File: src/rar_pkg.sv
package rar_pkg;
  localparam int IN_WIDTH_DEFAULT = 32;
  localparam int MODE_W = 3;
  localparam int RES_W = 64;
  localparam int QUEUE_DEPTH = 2;

  localparam logic [1:0] OP_ADD = 2'd0;
  localparam logic [1:0] OP_SUB = 2'd1;
  localparam logic [1:0] OP_MUL = 2'd2;
  localparam logic [1:0] OP_DIV = 2'd3;

  typedef struct packed {
    logic [RES_W-1:0] n;
    logic [RES_W-1:0] d;
    logic             reduce;
    logic             zero_err;
    logic             is_less;
    logic             is_equal;
  } job_t;

  function automatic logic [RES_W-1:0] mag64(input logic [RES_W-1:0] x);
    mag64 = x[RES_W-1] ? (~x + 64'd1) : x;
  endfunction
endpackage

File: src/rar_queue.sv
module rar_queue
  import rar_pkg::*;
(
  input  logic clk,
  input  logic rst,
  input  logic wr_valid,
  output logic wr_ready,
  input  job_t wr_data,
  output logic rd_valid,
  input  logic rd_ready,
  output job_t rd_data
);
  job_t mem [QUEUE_DEPTH];
  logic [$clog2(QUEUE_DEPTH)-1:0] wp, rp;
  logic [$clog2(QUEUE_DEPTH):0] cnt;
  logic wr, rd;

  assign wr_ready = (cnt != QUEUE_DEPTH[$clog2(QUEUE_DEPTH):0]);
  assign rd_valid = (cnt != '0);
  assign rd_data  = mem[rp];
  assign wr = wr_valid && wr_ready;
  assign rd = rd_valid && rd_ready;

  always_ff @(posedge clk) begin
    if (wr) mem[wp] <= wr_data;
    if (rst) begin
      wp <= '0;
      rp <= '0;
      cnt <= '0;
    end else begin
      if (wr) wp <= wp + 1'b1;
      if (rd) rp <= rp + 1'b1;
      cnt <= cnt + {{$clog2(QUEUE_DEPTH){1'b0}}, wr} - {{$clog2(QUEUE_DEPTH){1'b0}}, rd};
    end
  end
endmodule

File: config.mk
export PLATFORM = sky130hd
export DESIGN_NAME = rar_queue
export DESIGN_NICKNAME = d
export VERILOG_FILES = /design/src/rar_pkg.sv /design/src/rar_queue.sv
export SDC_FILE = /design/constraint.sdc
export NUM_CORES = 1
export LEC_CHECK = 0
export BUFFER_PORTS_ARGS = -buffer_cell sky130_fd_sc_hd__buf_2
export CORE_ASPECT_RATIO = 0.9
export CORE_MARGIN = 10
export CORE_UTILIZATION = 35
export CTS_BUF_LIST = sky130_fd_sc_hd__clkbuf_4 sky130_fd_sc_hd__clkbuf_8
export DETAILED_ROUTE_END_ITERATION = 7
export HOLD_SLACK_MARGIN = 0.02
export PLACE_DENSITY = 0.56
export SLEW_MARGIN = 25
export SYNTH_ARGS = -nofsm -noshare
export SYNTH_HDL_FRONTEND = slang
export SYNTH_SLANG_ARGS = --single-unit
File: constraint.sdc
create_clock -name clk -period 4.5 [get_ports clk]
set_clock_uncertainty 0.2 [all_clocks]
set_input_delay 0.45 -clock clk [delete_from_list [all_inputs] [get_ports clk]]
set_output_delay 0.45 -clock clk [all_outputs]
set_load 0.01 [all_outputs]
## Word level (Yosys, flattened, before mapping)

Memories as Yosys holds them, arrays and structs flattened. A register that Yosys moved wholly into a read port is not among the register bits.
Index checks and enable logic that the tools add are counted.

| word-level totals | value |
|---|---|
| flip-flop bits (word level) | 4 |
| memory bits (writable) | 264 |
| input bits | 136 |
| output and inout port bits | 134 |
| word-level logic and storage cells | 16 |
| memories | 1 |

| operators by class | value |
|---|---|
| $add $sub $neg | 4 |
| eq/ne operators | 1 |
| mux-type cells | 4 |
| reduce and logical (&&, ||, !) cells | 3 |

Memories:

| memory | depth | bits a word | read ports | clocked after memory_dff | wr ports | line | RTL |
|---|---|---|---|---|---|---|---|
| mem | 2 | 132 | 1 | 1 | 1 | rar_queue.sv:13 | `job_t mem [QUEUE_DEPTH];` |

Operators by type and width:

| operator | count |
|---|---|
| two-way mux 1 bit | 4 |
| adder 1 bit (second input constant) | 2 |
| adder 2 x 1 -> 2 bit | 1 |
| logical AND 1 bit | 2 |
| inequality test 2 bit (second input constant) | 1 |
| nonzero test 2 bit | 1 |
| subtractor 2 x 1 -> 2 bit | 1 |

## Logic depth before layout (Yosys ltp)

Gate-level depths: netlist of the first run.

| depth | value |
|---|---|
| depth in word-level cells | 4 |
| mapped depth | 6 |
| depth with buffers taken out | 6 |

## Worst setup path after synthesis of the first run

OpenSTA, ideal clock, no wires.

| timing path | value |
|---|---|
| kind | flip-flop to flip-flop |
| start point | register cnt[0] |
| end point | memory mem[1][0] (netlist name), enable pin |
| library setup time | 508 ps |
| arrival time | 3744 ps |
| data required time | 3792 ps |
| setup slack | 48 ps |
| cell stages (with the launch flop) | 3 |
| path buffers | 0 |
| period minus slack after synthesis | 4452 ps |
| path through | dfxtp_1 > nand2b_1 > and3_1 |

| on the way | value |
|---|---|
| word-level cells in the longest chain between the ends | 4 |

RTL lines:

| what | line | RTL |
|---|---|---|
| start, declared | rar_queue.sv:15 | `logic [$clog2(QUEUE_DEPTH):0] cnt;` |
| start signal, assigned | rar_queue.sv:33 | `cnt <= cnt + {{$clog2(QUEUE_DEPTH){1'b0}}, wr} - {{$clog2(QUEUE_DEPTH){1'b0}}, rd};` |
| inequality test 2 bit | rar_queue.sv:18 | `assign wr_ready = (cnt != QUEUE_DEPTH[$clog2(QUEUE_DEPTH):0]);` |
| via wr_ready | rar_queue.sv:7 | `output logic wr_ready,` |
| logical AND 1 bit | rar_queue.sv:21 | `assign wr = wr_valid && wr_ready;` |
| two-way mux 1 bit | rar_queue.sv:25 | `if (wr) mem[wp] <= wr_data;` |
| two-way mux 1 bit (not written as such) | rar_queue.sv:25 |  |
| end, declared | rar_queue.sv:13 |  |

The timed path passes the listed nets, and every way through them passes these cells.

==> insert_results.sql, run 1 <==
INSERT INTO impl_metrics (metric_group, metric, value, unit) VALUES
('critical_path', 'cp-start-kind', 'register', ''),
('detailed_routing', 'ant_nets', '0', ''),
('power_and_ir_drop', 'p_sw_share', '25.9', '%'),
('global_routing', 'grt.overflow.total', '0', ''),
('timing', 'rsz0062_at_grt', 'no', ''),
('cells_and_area', 'post_route_cells_drive_above_1_share', '52.1', '%'),
('detailed_routing', 'vias_per_cell', '4.41', ''),
('timing', 'max_freq', '327', 'MHz'),
('yosys', 'synth_area_per_cell', '23.0', 'um2'),
('cells_and_area', 'antenna_cells_inserted', '0', ''),
('yosys', 'synth.cell_area', '10100', 'um2'),
('timing', 'worst_slew_margin_rel', '46.5', '%'),
('critical_path', 'reg2reg_from', 'cnt[0]$_SDFF_PP0_', ''),
('timing', 'max_slew.worst_pin.slew', '0.803', 'ns'),
('yosys', 'asyncSetResetFlopFracSynth', '0', '%'),
('timing', 'worst_hold_slack', '0.136', 'ns'),
('floorplanning', 'dieArea', '36100', 'um2'),
('clocking', 'clk_transition_reported_paths', '0.06', 'ns'),
('global_routing', 'initial_antenna_violation_count', '0', ''),
('yosys', 'synth.yosys.warnings', '0', ''),
('cells_and_area', 'flow.area_growth_from_synthesis', '38.5', '%'),
('detailed_routing', 'drt-met1-wl', '9490', 'um'),
('detailed_routing', 'drt_pass1_iterations', '4', ''),
('detailed_routing', 'avgRoutedWirePerCell', '18.4', 'um'),
('job', 'cap_violations', '0', ''),
('timing', 'finalSetupTns', '0', 'ns'),
('yosys', 'syn-instance-count', '440', ''),
('hold_path', 'worstHoldEndpoint', 'wp$_SDFFE_PP0P_', ''),
('yosys', 'synth_register_bits', '269', ''),
('power_and_ir_drop', 'p_clk_share', '29.9', '%'),
('timing', 'setup-violations-final', '0', ''),
('global_routing', 'number_of_global_route_vias_before_repair', '6321', ''),
('cells_and_area', 'finish.net_count', '1016', ''),
('yosys', 'synth-edff-count', '264', ''),
('timing', 'report.final.slew_viol_count', '0', ''),
('detailed_routing', 'wl_met2', '11400', 'um'),
('power_and_ir_drop', 'internal_power', '4.96', 'mW'),
('floorplanning', 'core_area', '28200', 'um2'),
('placement', 'io_buffers', '269', ''),
('detailed_routing', 'postRouteWirelength', '23300', 'um'),
('detailed_routing', 'vias', '5582', ''),
('floorplanning', 'fp-row-count', '58', ''),
('hold_path', 'hold_depth', '3', ''),
('hold_path', 'hp-start', 'wr_valid', ''),
('critical_path', 'critPathRequiredTime', '3.85', 'ns'),
('critical_path', 'r2r_setup_slack', '1.95', 'ns'),
('power_and_ir_drop', 'powerDensity', '478', 'nW/um2'),
('critical_path', 'worst_ep_arrival_time', '2.41', 'ns'),
('clocking', 'cts_root_buffer', 'sky130_fd_sc_hd__clkbuf_8', ''),
('floorplanning', 'chipWidth', '199', 'um'),
('global_routing', 'track_usage', '12.5', '%'),
('cells_and_area', 'fill_cells', '2321', ''),
('status', 'outcome', 'finished clean', ''),
('clocking', 'clock-sinks', '269', ''),
('yosys', 'postSynthNetCount', '577', ''),
('clocking', 'worst_skew_pair.late_latency', '0.52', 'ns'),
('floorplanning', 'die_h', '181', 'um'),
('placement', 'finalWeightedCongestion', '0.727', ''),
('power_and_ir_drop', 'power.static_leakage', '5.42', 'nW'),
('cells_and_area', 'final_cell_mix', '269 x sky130_fd_sc_hd__buf_2, 264 x sky130_fd_sc_hd__edfxtp_1, 133 x sky130_fd_sc_hd__dlygate4sd3_1, 80 x sky130_fd_sc_hd__mux2_4, 52 x sky130_fd_sc_hd__mux2_2', ''),
('placement', 'place.detailed.hpwl', '16000', 'um'),
('clocking', 'post_cts.repair.setup_buffers', '0', ''),
('critical_path', 'path_class', 'reg -> out', ''),
('power_and_ir_drop', 'combinationalPowerShare', '22.8', '%'),
('timing', 'min_period', '3.06', 'ns'),
('yosys', 'netlist-cell-type-count', '24', ''),
('floorplanning', 'initial_core_util', '35.8', '%'),
('cells_and_area', 'leading_cell_type_in_the_layout_fill_and_taps_excluded', 'sky130_fd_sc_hd__buf_2', ''),
('clocking', 'numCtsBuffers', '42', ''),
('floorplanning', 'num_io_pins', '270', ''),
('yosys', 'yosysSeqAreaShare', '79.4', '%');
cell usage after synthesis, types with 2 or more instances:
cell type                  count  area (um2)
sky130_fd_sc_hd__edfxtp_1    264        7930
sky130_fd_sc_hd__mux2_4       80        1200
sky130_fd_sc_hd__mux2_2       52         586
sky130_fd_sc_hd__buf_6         9         101
sky130_fd_sc_hd__buf_2         5        25.0
sky130_fd_sc_hd__dfxtp_1       5         100
sky130_fd_sc_hd__nor2_1        5        18.8
sky130_fd_sc_hd__nor2b_1       3        18.8
sky130_fd_sc_hd__o21ai_0       2        10.0
layout make-up:
| type | instances | area [um2] | share of cell area, % |
|---|---|---|---|
| flip-flops and latches | 269 | 8030 | 57.3 |
| repair buffers | 410 | 2750 | 19.6 |
| multi-input cells | 155 | 1940 | 13.9 |
| clock buffers | 50 | 644 | 4.60 |
| well taps | 360 | 450 | 3.22 |
| clock inverters | 22 | 175 | 1.25 |
| inverters | 1 | 11.3 | 0.0804 |
timing repair:
action	4_1_cts	5_1_grt
hold buffers	133	0
endpoints found under the hold margin	268	0
gates resized for setup	0	0
setup endpoints to repair	0	0
per-layer routing:
| metal | global-route usage [%] | up-vias |
|---|---|---|
| li1 | - | 2635 |
| met1 | 14.7 | 2704 |
| met2 | 20.8 | 207 |
| met3 | 4.38 | 36 |
| met4 | 3.96 | 0 |
| met5 | 0 | - |
worst max path at each step:
stage,startpoint,endpoint,slack (ns),cells past startpoint
finish,register,rd_data[92],1.44,3
global route,register,rd_data[92],1.31,3
CTS,register,rd_data[92],1.38,3
detailed placement,cnt[0]$_SDFF_PP0_,mem[0][105]$_DFFE_PP_,1.91,4
global placement,register,rd_data[71],2.04,3
floorplan,cnt[0]$_SDFF_PP0_,mem[1][0]$_DFFE_PP_,0.05,2
power groups by stage:
| stage | combinational, mW | clock [mW] | sequential [mW] |
|---|---|---|---|
| 6_report | 1.53 | 2.00 | 3.16 |
| 5_1_grt | 1.64 | 2.20 | 3.19 |
| 4_1_cts | 1.56 | 2.08 | 3.17 |
| 3_5_place_dp | 1.46 | 0 | 3.22 |
| 3_3_place_gp | 1.43 | 0 | 3.21 |
| 2_1_floorplan | 0.988 | 0 | 3.18 |
stage by stage:
stage | cells | util, % | total power, mW | area, um2
detailed placement | 1062 | 42.0 | 4.68 | 11900
floorplan | 440 | - | 4.16 | 10100
global route | 1267 | 49.6 | 7.03 | 14000
CTS | 1267 | 49.6 | 6.81 | 14000
finish | 1267 | 49.6 | 6.69 | 14000
global placement | 1062 | 42.0 | 4.64 | 11900
cells by family after synthesis:
group / Yosys count / synth area share, %
flip-flops: 269 / 79.4
adder cells (fa/ha/maj): 1 / 0.124
buffers and inverters: 16 / 1.44
AO/OA/AOI/OAI: 7 / 0.507
multiplexers: 133 / 17.8
AND/OR/NAND/NOR: 13 / 0.681
XOR/XNOR: 1 / 0.0866
registers in the layout, summed over array words and instances, names as in the netlist, named ones only:
name and count:
wp 1, cnt 2, rp 1, mem 264
critical path, stage by stage (launching register included):
cell,delay (ns)
sky130_fd_sc_hd__dfxtp_4,0.76
sky130_fd_sc_hd__buf_4,0.56
sky130_fd_sc_hd__mux2_4,0.35
sky130_fd_sc_hd__buf_2,0.14
Note: power is estimated with default switching activity, not from simulation.
==> run 2: changes to the inputs <==
- clock period: 4.5 -> 2.7 ns (I/O delays scaled with it)
==> run 2 against run 1 <==
Effect of this change: core utilization up 0.31 points; wire length up 1.3%; sequential power up 65%; clock power up 65%; register-to-register slack worse by 1.1 ns; largest power group unchanged; worst setup slack worse by 1.3 ns; design area up 0.63%.
==> insert_results.sql, run 2 (synthesized netlist as in run 1, its figures left out) <==
INSERT INTO impl_metrics (metric_group, metric, value, unit) VALUES
('floorplanning', 'initial_core_util', '35.8', '%'),
('detailed_routing', 'ant_nets', '0', ''),
('global_routing', 'grt.overflow.total', '0', ''),
('critical_path', 'critPathBufInv', '2', ''),
('cells_and_area', 'final_cell_mix', '269 x sky130_fd_sc_hd__buf_2, 264 x sky130_fd_sc_hd__edfxtp_1, 135 x sky130_fd_sc_hd__dlygate4sd3_1, 80 x sky130_fd_sc_hd__mux2_4, 52 x sky130_fd_sc_hd__mux2_2', ''),
('timing', 'final.setup.worst_slack', '0.194', 'ns'),
('job', 'cap_violations', '0', ''),
('detailed_routing', 'drt_iter0_drc', '242', ''),
('detailed_routing', 'postRouteWirelength', '23600', 'um'),
('critical_path', 'timing.critical_path.cells', 'buf_12 -> mux2_2 -> buf_2', ''),
('clocking', 'clock-sinks', '269', ''),
('timing', 'endpoints_failing_hold', '0', ''),
('placement', 'worst_setup_slack_post_dpl', '0.735', 'ns'),
('critical_path', 'worstPathMaxFanout', '61', ''),
('cells_and_area', 'stdcell_count', '1275', ''),
('critical_path', 'cell_type_group_with_the_largest_total_delay_on_the_critical_path', 'flip-flops', ''),
('clocking', 'clk_transition_reported_paths', '0.05', 'ns'),
('critical_path', 'critPathRequiredTime', '2.23', 'ns'),
('timing', 'min_period', '2.51', 'ns'),
('cells_and_area', 'post_route_cells_drive_above_1_share', '52.6', '%'),
('detailed_routing', 'vias_per_cell', '4.43', ''),
('cells_and_area', 'final-seq-area', '8030', 'um2'),
('floorplanning', 'die_h', '181', 'um'),
('floorplanning', 'num_io_pins', '270', ''),
('power_and_ir_drop', 'powerDensity', '792', 'nW/um2'),
('detailed_routing', 'avgRoutedWirePerCell', '18.5', 'um'),
('critical_path', 'crit_path_end_kind', 'primary output', ''),
('cells_and_area', 'multi_input_area', '1950', 'um2'),
('critical_path', 'cp-start-kind', 'register', ''),
('floorplanning', 'core_area', '28200', 'um2'),
('power_and_ir_drop', 'ir_drop_worst_vdd', '0.575', 'mV'),
('detailed_routing', 'vias', '5642', ''),
('placement', 'io_buffers', '269', ''),
('global_routing', 'track_usage', '12.4', '%'),
('timing', 'worst_slew_margin_rel', '66.2', '%'),
('critical_path', 'r2r_setup_slack', '0.85', 'ns'),
('clocking', 'cts_root_buffer', 'sky130_fd_sc_hd__clkbuf_8', ''),
('status', 'outcome', 'finished clean', ''),
('global_routing', 'grt_pass1_wl', '35400', 'um'),
('clocking', 'cts_tree', 'yes', ''),
('floorplanning', 'chipWidth', '199', 'um'),
('floorplanning', 'fp-row-count', '58', ''),
('cells_and_area', 'antenna_cells_inserted', '0', ''),
('clocking', 'cts-root-to-sink-buffers', '3', ''),
('hold_path', 'hold_class', 'in -> reg', ''),
('timing', 'report.final.slew_viol_count', '0', ''),
('clocking', 'clock_tree.htree_level_count', '2', ''),
('detailed_routing', 'drt_pass1_iterations', '4', ''),
('clocking', 'worst_skew_pair.late_latency', '0.53', 'ns'),
('detailed_routing', 'drt_drc_violations_left', '0', ''),
('placement', 'placed_instances', '1061', ''),
('global_routing', 'maximum_number_of_pins_on_one_net_before_global_route_repair', '81', ''),
('global_routing', 'initial_antenna_violation_count', '0', ''),
('cells_and_area', 'flow.area_growth_from_synthesis', '39.4', '%'),
('cells_and_area', 'leading_cell_type_in_the_layout_fill_and_taps_excluded', 'sky130_fd_sc_hd__buf_2', ''),
('placement', 'finalWeightedCongestion', '0.704', ''),
('timing', 'rsz0062_at_grt', 'no', ''),
('cells_and_area', 'share_of_the_core_filled_with_cells', '49.9', '%'),
('timing', 'post-route-period-util', '92.8', '%'),
('critical_path', 'path_class', 'reg -> out', ''),
('critical_path', 'timing.critical_path.slowest_cell_delay', '0.50', 'ns'),
('cells_and_area', 'largest_reg_flops', '264', ''),
('clocking', 'post_cts.repair.setup_buffers', '0', ''),
('clocking', 'numCtsBuffers', '45', ''),
('timing', 'max_slew.worst_pin.slew', '0.507', 'ns'),
('cells_and_area', 'largest_registers', 'mem x264, cnt x2', ''),
('floorplanning', 'dieArea', '36100', 'um2'),
('power_and_ir_drop', 'power.static_leakage', '5.46', 'nW'),
('placement', 'place.detailed.hpwl', '15500', 'um'),
('timing', 'max_freq', '399', 'MHz'),
('critical_path', 'worst_ep_arrival_time', '2.04', 'ns'),
('clocking', 'hold_buffers', '135', ''),
('critical_path', 'worst_path_max_delay_cell', 'sky130_fd_sc_hd__dfxtp_4', ''),
('timing', 'setup-violations-final', '0', ''),
('cells_and_area', 'fill_cells', '2343', ''),
('power_and_ir_drop', 'total_power', '11.2', 'mW'),
('global_routing', 'number_of_global_route_vias_before_repair', '6295', ''),
('clocking', 'ctsResizeCount', '0', ''),
('cells_and_area', 'largest_register', 'mem', ''),
('cells_and_area', 'finish.net_count', '1020', '');
==> run 2: cell count changes in the layout (fill, tap and decap cells not counted), sizes merged <==
cell,delta
clkbuf,+11
bufinv,-3
dlygate4sd3,+2
buf,-1
clkinv,-1
clkinvlp,+1
inv,-1
==> run 2: path summary, 6_finish.rpt <==
path                                        start              endpoint  depth (start not counted)
worst max-delay path                     register           rd_data[18]                          3
worst min-delay path                     wr_valid     cnt[1]$_SDFF_PP0_                          4
worst max register to register  cnt[0]$_SDFF_PP0_  mem[0][79]$_DFFE_PP_                          4
worst min register to register    rp$_SDFFE_PP0P_       rp$_SDFFE_PP0P_                          2
==> run 2: report_power, final <==
| group | switching [mW] | internal, mW | leakage, nW | total, mW |
|---|---|---|---|---|
| logic | 1.28 | 1.36 | 2.51 | 2.64 |
| clock network | 1.50 | 1.79 | 0.436 | 3.30 |
| registers | 0.139 | 5.09 | 2.51 | 5.22 |
==> run 2: area by class of cell <==
| cell class | instances | share of cell area (%) |
|---|---|---|
| Timing Repair Buffer | 411 | 20.0 |
| Sequential cell | 269 | 57.0 |
| Clock inverter | 18 | 0.533 |
| Inverter | 1 | 0.0533 |
| Clock buffer | 61 | 5.33 |
| Multi-Input combinational cell | 155 | 13.8 |
| Tap cell | 360 | 3.20 |
==> run 2: worst reg2reg max path, cell delays in order (launching register included) <==
cell	delay, ns
sky130_fd_sc_hd__dfxtp_2	0.39
sky130_fd_sc_hd__nand2b_4	0.16
sky130_fd_sc_hd__nand3b_1	0.13
sky130_fd_sc_hd__clkinvlp_4	0.15
sky130_fd_sc_hd__buf_12	0.34
==> run 2: metrics by stage <==
step / hold WS, ns / instance area, um2 / TNS [ns]
5_1_grt: 0.117 / 14100 / 0
4_1_cts: 0.0677 / 14100 / 0
3_5_place_dp: 0.261 / 11900 / 0
3_3_place_gp: 0.258 / 11900 / 0
6_report: 0.123 / 14100 / 0
2_1_floorplan: 0.134 / 10100 / -80.39
==> run 2: routing by layer <==
layer / GRT usage, % / share of wire (%)
met1: 14.8 / 41
met2: 20.5 / 48
met3: 4.37 / 8.5
met4: 4.03 / 2.3
met5: 0 / 0
==> run 3: changes to the inputs <==
- CORE_MARGIN: 10 -> 1.5
- RECOVER_POWER: not set -> 25
==> run 3 against run 2 <==
Effect of this change: combinational power down 2%; hold slack better by 0.14 ns; core utilization up 0.45 points; via count up 0.85%; wire length down 9.8%; design area up 0.65%; total power up 3.8%; count of clock-buffer cells in the layout down 5; die area down 17%; largest power group unchanged; clock power up 13%; critical path depth unchanged; critical path type unchanged; sequential power up 1%.
==> insert_results.sql, run 3 (synthesized netlist as in run 1, its figures left out) <==
INSERT INTO impl_metrics (metric_group, metric, value, unit) VALUES
('global_routing', 'global_route.usage.met3', '4.94', '%'),
('global_routing', 'track_usage', '13.8', '%'),
('placement', 'finalWeightedCongestion', '0.727', ''),
('timing', 'max_freq', '398', 'MHz'),
('cells_and_area', 'largest_registers', 'mem x264, cnt x2', ''),
('detailed_routing', 'ant_nets', '0', ''),
('critical_path', 'path_class', 'reg -> out', ''),
('cells_and_area', 'post_route_cells_drive_above_1_share', '45.9', '%'),
('cells_and_area', 'final_cell_mix', '264 x sky130_fd_sc_hd__edfxtp_1, 206 x sky130_fd_sc_hd__buf_2, 135 x sky130_fd_sc_hd__dlygate4sd3_1, 80 x sky130_fd_sc_hd__mux2_4, 62 x sky130_fd_sc_hd__clkbuf_1', ''),
('detailed_routing', 'drt_pass1_iterations', '4', ''),
('hold_path', 'hold_class', 'in -> reg', ''),
('critical_path', 'critPathRequiredTime', '2.23', 'ns'),
('floorplanning', 'chipWidth', '182', 'um'),
('floorplanning', 'core_area', '28200', 'um2'),
('detailed_routing', 'postRouteWirelength', '21300', 'um'),
('critical_path', 'cell_type_group_with_the_largest_total_delay_on_the_critical_path', 'flip-flops', ''),
('power_and_ir_drop', 'powerDensity', '816', 'nW/um2'),
('global_routing', 'number_of_global_route_vias_before_repair', '5967', ''),
('clocking', 'cts-root-to-sink-buffers', '3', ''),
('clocking', 'clk_transition_reported_paths', '0.06', 'ns'),
('critical_path', 'worstPathMaxFanout', '30', ''),
('clocking', 'post_cts.repair.setup_buffers', '0', ''),
('global_routing', 'grt_pass1_wl', '31800', 'um'),
('placement', 'io_buffers', '269', ''),
('critical_path', 'timing.critical_path.cells', 'buf_12 -> mux2_2 -> buf_2', ''),
('floorplanning', 'fp-row-count', '58', ''),
('detailed_routing', 'drt_iter0_drc', '199', ''),
('floorplanning', 'initial_core_util', '35.9', '%'),
('critical_path', 'crit_path_end_kind', 'primary output', ''),
('timing', 'endpoints_failing_hold', '0', ''),
('detailed_routing', 'vias', '5690', ''),
('detailed_routing', 'vias_per_cell', '4.45', ''),
('job', 'cap_violations', '0', ''),
('timing', 'report.final.slew_viol_count', '0', ''),
('timing', 'post-route-period-util', '93.1', '%'),
('timing', 'rsz0062_at_grt', 'no', ''),
('detailed_routing', 'avgRoutedWirePerCell', '16.6', 'um'),
('clocking', 'ctsResizeCount', '0', ''),
('timing', 'setup-violations-final', '0', ''),
('clocking', 'cts_tree', 'yes', ''),
('global_routing', 'initial_antenna_violation_count', '1', ''),
('clocking', 'cts_root_buffer', 'sky130_fd_sc_hd__clkbuf_8', ''),
('cells_and_area', 'finish.net_count', '1023', ''),
('global_routing', 'grt.overflow.total', '0', ''),
('placement', 'detailed_place.area', '12000', 'um2'),
('timing', 'min_period', '2.51', 'ns'),
('critical_path', 'worst_ep_arrival_time', '2.04', 'ns'),
('cells_and_area', 'largest_reg_flops', '264', ''),
('timing', 'max_slew.worst_pin.slew', '0.579', 'ns'),
('power_and_ir_drop', 'power.static_leakage', '5.35', 'nW'),
('timing', 'worst_slew_margin_rel', '61.4', '%'),
('critical_path', 'cp-start-kind', 'register', ''),
('clocking', 'worst_skew_pair.late_latency', '0.52', 'ns'),
('global_routing', 'maximum_number_of_pins_on_one_net_before_global_route_repair', '79', ''),
('cells_and_area', 'final_area', '14200', 'um2'),
('critical_path', 'worst_path_max_delay_cell', 'sky130_fd_sc_hd__dfxtp_4', ''),
('global_routing', 'grt_util_met1', '16.7', '%'),
('global_routing', 'use_met2', '23.1', '%'),
('placement', 'place.detailed.hpwl', '13700', 'um'),
('floorplanning', 'num_io_pins', '270', ''),
('clocking', 'numCtsBuffers', '44', ''),
('cells_and_area', 'flow.area_growth_from_synthesis', '40.3', '%'),
('floorplanning', 'dieArea', '29900', 'um2'),
('power_and_ir_drop', 'ir_drop_worst_vdd', '0.396', 'mV'),
('critical_path', 'critPathBufInv', '2', ''),
('status', 'outcome', 'finished clean', ''),
('detailed_routing', 'drt_drc_violations_left', '0', ''),
('global_routing', 'top_usage_layer_grt', 'met2', ''),
('floorplanning', 'die_h', '164', 'um'),
('cells_and_area', 'largest_register', 'mem', ''),
('clocking', 'clock-sinks', '269', ''),
('cells_and_area', 'leading_cell_type_in_the_layout_fill_and_taps_excluded', 'sky130_fd_sc_hd__edfxtp_1', ''),
('clocking', 'clock_tree.htree_level_count', '2', ''),
('critical_path', 'timing.critical_path.slowest_cell_delay', '0.73', 'ns'),
('clocking', 'hold_buffers', '135', ''),
('cells_and_area', 'share_of_the_core_filled_with_cells', '50.4', '%');
## run 3: path summary, 6_finish.rpt
path	startpoint	end	slack, ns	cells past startpoint
min reg2reg	rp$_SDFFE_PP0P_	register	0.30	2
min	wr_data[22]	mem[0][22]$_DFFE_PP_	0.26	2
max	register	rd_data[0]	0.19	3
max reg2reg	cnt[0]$_SDFF_PP0_	mem[0][90]$_DFFE_PP_	0.89	4
## run 3: worst register-to-register path, cell delays in order, from the launching register on
cell,delay (ns)
sky130_fd_sc_hd__dfxtp_2,0.39
sky130_fd_sc_hd__nand2b_4,0.18
sky130_fd_sc_hd__nand3b_1,0.13
sky130_fd_sc_hd__clkinvlp_4,0.14
sky130_fd_sc_hd__buf_12,0.31
## run 3: layout make-up
| class | instances | area (um2) |
|---|---|---|
| repair buffers | 415 | 2810 |
| clock inverters | 23 | 225 |
| flip-flops and latches | 269 | 8030 |
| multi-input cells | 155 | 1950 |
| well taps | 360 | 450 |
| clock buffers | 56 | 702 |
| fillers | 2387 | 14000 |
| inverters | 1 | 7.51 |
| diodes | 1 | 2.50 |
## run 3: layer usage
| layer | wire length (um) | part of all wire (%) |
|---|---|---|
| met5 | 0 | 0 |
| met4 | 509 | 2.4 |
| met3 | 1840 | 8.6 |
| met2 | 10200 | 48 |
| met1 | 8740 | 41 |
## run 3: power by group
group	total [mW]	internal [mW]	switching, mW
Sequential	5.27	5.08	0.184
Clock	3.72	2.18	1.54
Combinational	2.60	1.39	1.21
Total	11.6	8.66	2.93
## run 3: metrics by stage
| stage | setup slack, ns | setup TNS [ns] | std cells | total power [mW] | hold WS (ns) |
|---|---|---|---|---|---|
| after CTS | 0.0950 | 0 | 1279 | 11.8 | 0.211 |
| after detailed placement | 0.686 | 0 | 1065 | 7.85 | 0.261 |
| after global placement | 0.706 | 0 | 1065 | 7.79 | 0.257 |
| final | 0.185 | 0 | 1280 | 11.6 | 0.264 |
| after floorplan | -0.489 | -80.39 | 440 | 6.93 | 0.134 |
| after global routing | 0.0501 | 0 | 1280 | 12.1 | 0.236 |
